**src/rtl/core/pdr_pkg.sv**
```systemverilog
// Shared types and constants for the protecting-distance replacement block.
// Used by the channel interfaces, the controller, the datapath and the top level.
// No dependencies.
package pdr_pkg;

  // Fixed field widths of the channels and the configuration port.
  localparam int ADDR_W      = 48;
  localparam int WAY_FIELD_W = 4;
  localparam int ACC_W       = 2;
  localparam int CFG_IDX_W   = 2;
  localparam int CFG_DATA_W  = 8;
  localparam int WAYS_CFG_W  = 5;
  localparam int PD_CFG_W    = 8;

  // Default geometry handed down from the top level.
  localparam int WAYS_DEF        = 16;
  localparam int SET_BITS_DEF    = 6;
  localparam int OFFSET_BITS_DEF = 6;
  localparam int ADDR_BITS_DEF   = 48;
  localparam int DIST_BITS_DEF   = 8;

  // Configuration register indexes.
  localparam logic [CFG_IDX_W-1:0] REG_WAYS_IN_USE     = 2'd0;
  localparam logic [CFG_IDX_W-1:0] REG_WRITE_BACK_MODE = 2'd1;
  localparam logic [CFG_IDX_W-1:0] REG_PROTECT_DIST    = 2'd2;

  // Configuration reset values.
  localparam logic [WAYS_CFG_W-1:0] WAYS_IN_USE_RST = 5'd16;
  localparam logic                  WB_MODE_RST     = 1'b1;
  localparam logic [PD_CFG_W-1:0]   PROTECT_DIST_RST = 8'd16;

  // Item kinds and access types.
  localparam logic             KIND_HIT   = 1'b0;
  localparam logic             KIND_FILL  = 1'b1;
  localparam logic [ACC_W-1:0] ACC_READ     = 2'd0;
  localparam logic [ACC_W-1:0] ACC_WRITE    = 2'd1;
  localparam logic [ACC_W-1:0] ACC_PREFETCH = 2'd2;

  // Commands from the controller to the datapath.
  typedef struct packed {
    logic clear;   // write one cleared set of line state
    logic load;    // capture the accepted beat and read its set
    logic commit;  // write the updated set back and load any result
  } pdr_cmd_t;

  // Status from the datapath to the controller.
  typedef struct packed {
    logic clear_last;   // the clearing pass is on its last set
    logic is_fill;      // the item under evaluation is a fill
    logic out_blocked;  // the output register holds a beat that is not taken
  } pdr_stat_t;

endpackage

```
**src/rtl/core/pdr_ctrl.sv**
```systemverilog
// Controller state machine: clearing pass after reset, accept, evaluate and write back.
// Depends on pdr_pkg for the command and status structs.
module pdr_ctrl (
  input  logic               clk,
  input  logic               rst,
  input  logic               req_valid,
  output logic               req_ready,
  output pdr_pkg::pdr_cmd_t  cmd,
  input  pdr_pkg::pdr_stat_t stat
);

  typedef enum logic [2:0] {
    S_CLEAR = 3'b001,
    S_IDLE  = 3'b010,
    S_EVAL  = 3'b100
  } state_t;

  state_t state;
  state_t state_next;

  // State register.
  always_ff @(posedge clk) begin
    if (rst) begin
      state <= S_CLEAR;
    end else begin
      state <= state_next;
    end
  end

  // Next state and commands.
  always_comb begin
    state_next = state;
    req_ready  = 1'b0;
    cmd        = '0;
    unique case (state)
      S_CLEAR: begin
        cmd.clear = 1'b1;
        if (stat.clear_last) begin
          state_next = S_IDLE;
        end
      end
      S_IDLE: begin
        req_ready = 1'b1;
        if (req_valid) begin
          cmd.load   = 1'b1;
          state_next = S_EVAL;
        end
      end
      S_EVAL: begin
        // A fill waits here while the previous result has not been taken.
        if (!(stat.is_fill && stat.out_blocked)) begin
          cmd.commit = 1'b1;
          state_next = S_IDLE;
        end
      end
      default: begin
        state_next = S_CLEAR;
      end
    endcase
  end

endmodule

```
**config.mk**
```make
export PLATFORM = sky130hd
export DESIGN_NAME = pdr_ctrl
export DESIGN_NICKNAME = d
export VERILOG_FILES = /design/src/rtl/core/pdr_pkg.sv /design/src/rtl/core/pdr_ctrl.sv
export SDC_FILE = /design/constraint.sdc
export NUM_CORES = 1
export LEC_CHECK = 0
export ABC_AREA = 1
export BUFFER_PORTS_ARGS = -buffer_cell sky130_fd_sc_hd__buf_4
export CORE_AREA = 5 5 42 44
export DETAILED_ROUTE_END_ITERATION = 7
export DIE_AREA = 0 0 47 49
export HOLD_SLACK_MARGIN = 0.02
export PLACE_DENSITY = 0.37
export SLEW_MARGIN = 20
export SYNTH_ARGS = -nofsm -noshare
export SYNTH_HDL_FRONTEND = slang
export SYNTH_SLANG_ARGS = --single-unit
```
**constraint.sdc**
```tcl
create_clock -name clk -period 0.93 [get_ports clk]
set_clock_uncertainty 0.15 [all_clocks]
set_input_delay 0.0465 -clock clk [delete_from_list [all_inputs] [get_ports clk]]
set_output_delay 0.0465 -clock clk [all_outputs]
set_load 0.02 [all_outputs]
```
==> summary.txt, run 1 <==
Synthesis
  • Ys Warns: 0
  • Compound-Gate Fraction of Synth Area: 4.730%
  • Synth top area share: 32.43%
  • Synth Register Bits: 3
  • Multiplexer share of the synthesized area: 0%
  • Seq/Total Area, Yosys: 32.43%
  • Simple-Gate Fraction of Synth Area: 44.59%
  • Post-synthesis xor/xnor area fraction: 0%
  • Mapped Area: 185.2 um2
  • Post-Synth Adder-Cell Area: 0%
  • Synthesized instance count: 30
  • Syn_area_per_cell: 6.173 um2
  • Mapped Nets: 36
  • Largest family of logic cells by synthesized area: simple AND/OR/NAND/NOR gates
  • Cell taking the most area after synthesis: dfxtp_1
  • Top area cells in the synthesized netlist: dfxtp_1 (32%), nand3_1 (16%), inv_1 (14%)
  • Distinct cells, synth: 10

Clock network
  • Clock transition at path regs: 40 ps
  • CTS tree: built
  • Hold-fix buffer count after cts: 1
  • Root Buffer Master: clkbuf_4
  • Worst skew pair latency: 230 ps
  • CTS sink cnt: 3
  • Clk buf depth: 2
  • H-tree levels: 1
  • TritonCTS Buffers: 3

Timing
  • Hold WS: -67.61 ps
  • Fin crit period: 1189 ps
  • Fin. max-slew vios: 0
  • Endpoints failing setup: 7
  • Final hold violations: 3
  • Unrepaired setup endpoints after global routing: true
  • Worst setup margin: -258.6 ps
  • Slew @ Worst Pin: 125.5 ps
  • Slew headroom: 91.63%
  • F_max: 841.3 MHz
  • Total negative slack: -1240 ps
  • Final Cycle Share: 127.8%

Power
  • Leakage: 0.2178 nW
  • Peak VDD IR: 0.0006470 V
  • Power per Cell Area: 1586 nW/um2
  • Total Power: 0.6668 mW

GRT
  • Vias in the first global route: 253
  • Grt total ovfl: 0
  • Initial antenna violation count: 0
  • Largest net degree at the start of global routing: 5
  • First-pass GRT wire length: 931 um
  • GR Util All Layers: 5.423%

Status
  • Status: finished, violations left
  • Failing checks: negative hold slack, negative setup slack

Die
  • Die height: 49 um
  • Initial Util: 13.21%
  • Die W: 47 um
  • Die area: 2303 um2
  • Row cnt: 14
  • I/O Pins: 10
  • Core area: 1401 um2

Finish
  • Share of cells above drive strength 1: 69.39%
  • Top Registers: state x3
  • Biggest register: state
  • Largest register FFs: 3
  • Most common cell after layout, fill and taps aside: buf_4
  • Number of diodes: 0
  • Post-Layout Cell Count: 65
  • Nets: 56
  • Most frequent cells in the layout: buf_4 (12), inv_1 (5), nor2_1 (4)
  • Area growth, synth to finish: 127.0%

Route
  • Met1 Wirelength: 202 um
  • WL per Instance: 8.169 um
  • DRT Wirelength: 531 um
  • Drt pass-1 iters: 2
  • WL met3: 50 um
  • Uppermost routed layer: met3
  • Met2 wire length: 278 um
  • First DRT Iteration DRCs: 1
  • DRC viols: 0
  • Routed Antenna Nets: 0
  • Vias per cell: 3.723
  • Vias: 242

Setup path
  • Slowest stage cell, crit path: dfxtp_4
  • CP endpoint kind: output port
  • CP Launch Type: register
  • WS Path Type: register to output port
  • CP max FO: 4
  • CP arrival: 990 ps
  • Crit-path cells: nor2_4, nand2_2, nor2_2, buf_6
  • CP Data Required Time: 730 ps
  • CP peak stage delay: 360 ps
  • CP Buf/Inv Count: 1
  • Crit path max-delay family: flip-flops

Placed design
  • Placed Instances: 55
  • Final GP Congestion: 0.5835
  • Dpl ws: -83.03 ps
  • I/O Buffers: 9
  • HPWL after DPL: 379.4 um

Job
  • MaxCap Viol Count: 0

Min path
  • HP Class: input pin to register
[cell usage after synthesis (all sizes together)]
cell type and count:
inv 9, nand3 7, nor2 6, nand2 4
dfxtp 3, a21oi 1
[what timing repair did]
action / 4_1_cts / 5_1_grt
buffers inserted: 3 / 2
resized for setup: 8 / 8
pin swaps: 1 / 5
endpoints found under the hold margin: 3 / 2
endpoints found under the setup margin: 7 / 7
[metal layers]
metal / track usage, % / vias up
li1: - / 127
met1: 6.154 / 108
met2: 8.371 / 7
met3: 2.214 / 0
met4: 2.765 / 0
met5: 0 / -
[cells by family (layout without fill, tap and decap cells)]
logic type / count (synthesis) / after routing
and+or+nand+nor: 17 / 17
DFF: 3 / 3
buffers and inverters: 9 / 28
AOI/OAI and AO/OA: 1 / 1
[path summary, 6_finish.rpt]
path	from	to	slack, ps	depth (start not counted)
max	state[1]	cmd[0]	-260	4
min	req_valid	state[2]	-70	3
min reg2reg	state[1]	state[2]	470	4
max reg2reg	state[1]	state[0]	-130	5
[stage by stage]
| step | utilization (%) | cell area (um2) |
|---|---|---|
| after floorplan | - | 197.7 |
| after global placement | 20.36 | 285.3 |
| after detailed placement | 20.36 | 285.3 |
| after CTS | 26.52 | 371.6 |
| after global routing | 30.00 | 420.4 |
| final | 30.00 | 420.4 |
[area by class of cell]
| type | count | area [um2] |
|---|---|---|
| timing repair buffer | 15 | 122.6 |
| inverter | 9 | 41.29 |
| sequential | 3 | 68.82 |
| tap | 16 | 20.02 |
| multi-input combinational | 18 | 141.4 |
| fill | 161 | 980.9 |
| clock buffer | 4 | 26.28 |
[worst reg2reg max path: stages, from the launching register on]
cell and delay [ps]:
dfxtp_4 360, nor2_4 110, nand2_2 70, buf_4 130
nand3_2 60, nand3_2 60
[report_power, final]
| group | internal, mW | switching, mW | leakage [nW] | total (mW) |
|---|---|---|---|---|
| clock | 0.161 | 0.0677 | 0.0150 | 0.229 |
| sequential | 0.157 | 0.0368 | 0.0259 | 0.194 |
| combinational | 0.116 | 0.128 | 0.177 | 0.245 |
| total | 0.434 | 0.233 | 0.218 | 0.667 |
No activity file was read; power rests on OpenSTA's default activity.
==> run 2, diff against run 1 <==
--- a/config.mk
+++ b/config.mk
@@ -16,3 +16,4 @@
 export SYNTH_ARGS = -nofsm -noshare
 export SYNTH_HDL_FRONTEND = slang
 export SYNTH_SLANG_ARGS = --single-unit
+export TNS_END_PERCENT = 30
==> summary.txt, run 2 (same netlist as run 1, synthesis figures left out) <==
Status
  • Status: finished, violations left (unchanged)
  • Failing checks: negative hold slack, negative setup slack (unchanged)

Setup path
  • CP Launch Type: register (unchanged)
  • R2R cell count: 6 (was 5)
  • Reg2Reg Capture Point: state[1] (was state[0])
  • CP startpoint: state[0] (was state[1])
  • CP endpoint: cmd[1] (was cmd[0])
  • CP arrival: 980 ps (was 990 ps)
  • CP Data Required Time: 730 ps (about the same)
  • Reg-to-reg slack, setup: -160 ps (was -130 ps)
  • CP max FO: 3 (was 4)
  • WS Path Type: register to output port (unchanged)
  • Critical R2R Launch: state[2] (was state[1])
  • CP endpoint kind: output port (unchanged)

Power
  • Total Power: 0.6332 mW (was 0.6668 mW)
  • Peak VDD IR: 0.0005245 V (was 0.0006470 V)
  • Comb power frac: 35.1% (was 36.7%)
  • Sw Share: 34.23% (was 34.89%)
  • Net switching power: 0.2168 mW (was 0.2327 mW)
  • Leakage: 0.1936 nW (was 0.2178 nW)
  • Register share of total power: 29.4% (was 29.0%)
  • Power per Cell Area: 1665 nW/um2 (was 1586 nW/um2)
  • Clock power frac: 35.5% (was 34.3%)
  • Pint: 0.4165 mW (was 0.4341 mW)

Finish
  • Most common cell after layout, fill and taps aside: buf_4 (unchanged)
  • Number of diodes: 0 (unchanged)
  • Fillcell total: 170 (was 161)
  • Biggest register: state (unchanged)
  • Share of cells above drive strength 1: 63.83% (was 69.39%)
  • Post-Layout Cell Count: 63 (was 65)
  • Largest register FFs: 3 (unchanged)
  • Top Registers: state x3 (unchanged)
  • Nets: 54 (was 56)
  • Util after Layout: 27.14% (was 30.00%)
  • Multi-input gate area: 126.4 um2 (was 141.4 um2)
  • Post-route cell area: 380.4 um2 (was 420.4 um2)
  • Most frequent cells in the layout: buf_4 (10), inv_1 (5), inv_2 (4), nand3_1 (4), nor2_1 (4) (was buf_4 (12), inv_1 (5), nor2_1 (4))
  • Area growth, synth to finish: 105.4% (was 127.0%)
  • FF/Latch Area: 66.31 um2 (was 68.82 um2)

Clock network
  • Clock transition at path regs: 30 ps (was 40 ps)
  • H-tree levels: 1 (unchanged)
  • Clk buf depth: 2 (unchanged)
  • TritonCTS Buffers: 3 (unchanged)
  • Hold-fix buffer count after cts: 1 (unchanged)
  • CTS sink cnt: 3 (unchanged)
  • Worst skew pair latency: 230 ps (about the same)
  • Root Buffer Master: clkbuf_4 (unchanged)
  • CTS tree: built (unchanged)

Placed design
  • HPWL after DPL: 390.4 um (was 379.4 um)
  • Dpl ws: -129.6 ps (was -83.03 ps)
  • Placed Instances: 56 (was 55)
  • Post-Place Cell Area: 282.8 um2 (was 285.3 um2)
  • Final GP Congestion: 0.6863 (was 0.5835)
  • I/O Buffers: 9 (unchanged)

Route
  • Vias per cell: 3.730 (was 3.723)
  • DRC viols: 0 (unchanged)
  • First DRT Iteration DRCs: 1 (unchanged)
  • Vias: 235 (was 242)
  • WL per Instance: 7.921 um (was 8.169 um)
  • Routed Antenna Nets: 0 (unchanged)
  • Drt pass-1 iters: 4 (was 2)
  • DRT Wirelength: 499 um (was 531 um)

Die
  • I/O Pins: 10 (unchanged)
  • Die W: 47 um (unchanged)
  • Die height: 49 um (unchanged)
  • Core area: 1401 um2 (unchanged)
  • Initial Util: 13.21% (unchanged)
  • Die area: 2303 um2 (unchanged)
  • Row cnt: 14 (unchanged)

Timing
  • Unrepaired setup endpoints after global routing: true (unchanged)
  • Final Cycle Share: 127.0% (was 127.8%)
  • Endpoints failing setup: 7 (unchanged)
  • Slew @ Worst Pin: 211.3 ps (was 125.5 ps)
  • F_max: 846.9 MHz (was 841.3 MHz)
  • Fin. max-slew vios: 0 (unchanged)
  • Final hold violations: 2 (was 3)
  • Worst setup margin: -250.8 ps (was -258.6 ps)
  • Fin crit period: 1181 ps (was 1189 ps)
  • Hold WS: -30.80 ps (was -67.61 ps)
  • Total negative slack: -1276 ps (was -1240 ps)
  • Slew headroom: 85.86% (was 91.63%)

GRT
  • Grt total ovfl: 0 (unchanged)
  • Met3 Use GR: 5.535% (was 2.214%)
  • Vias in the first global route: 214 (was 253)
  • GR Layer Usage met2: 6.561% (was 8.371%)
  • Largest net degree at the start of global routing: 5 (unchanged)
  • GR Util All Layers: 5.423% (unchanged)
  • First-pass GRT wire length: 841 um (was 931 um)
  • Busiest grt layer: met2 (unchanged)
  • Initial antenna violation count: 0 (unchanged)
  • Met1 Resource Use GR: 5.934% (was 6.154%)

Min path
  • HP Class: input pin to register (unchanged)

Job
  • MaxCap Viol Count: 0 (unchanged)
## run 2: cell types whose count changed in the layout (fill, tap and decap cells not counted), sizes merged
cell,previous run,this run
buf,14,12
## run 2: what timing repair did
action / CTS / global route
setup buffers: 2 / 0
resized for setup: 7 / 6
hold endpoints to repair: 3 / 2
gates cloned: 0 / 0
setup endpoints to repair: 7 / 7
pin swaps: 2 / 2
## run 2: area by class of cell
type	count	share of cell area (%)
multi-input combinational	18	33.22
timing repair buffer	13	28.29
sequential	3	17.43
inverter	9	8.882
clock buffer	4	6.908
tap	16	5.263
## run 2: layer usage
metal,vias to the layer above,routed length [um]
li1,126,-
met1,103,189
met2,6,258
met3,0,50
met4,0,0
met5,-,0
## run 2: how the worst min path moves through the flow
stage	slack (ps)	from	to	cells past startpoint
2_1_floorplan	-40	rst	state[2]	1
3_3_place_gp	70	rst	state[2]	2
3_5_place_dp	70	rst	state[2]	2
4_1_cts	-40	stat[2]	state[0]	4
5_1_grt	-20	stat[2]	state[0]	4
6_report	-30	stat[2]	state[0]	4
## run 2: power by group through the flow
| stage | Combinational (mW) | Sequential (mW) | Clock, mW |
|---|---|---|---|
| 2_1_floorplan | 0.115 | 0.167 | 0 |
| 3_3_place_gp | 0.184 | 0.169 | 0 |
| 3_5_place_dp | 0.181 | 0.171 | 0 |
| 4_1_cts | 0.199 | 0.175 | 0.232 |
| 5_1_grt | 0.248 | 0.191 | 0.253 |
| 6_report | 0.222 | 0.186 | 0.225 |
## run 2: critical path, stage by stage, from the launching register on
cell	delay, ps
dfxtp_2	360
inv_2	60
nand3_4	80
inv_2	40
nand2_2	60
inv_2	30
buf_6	120
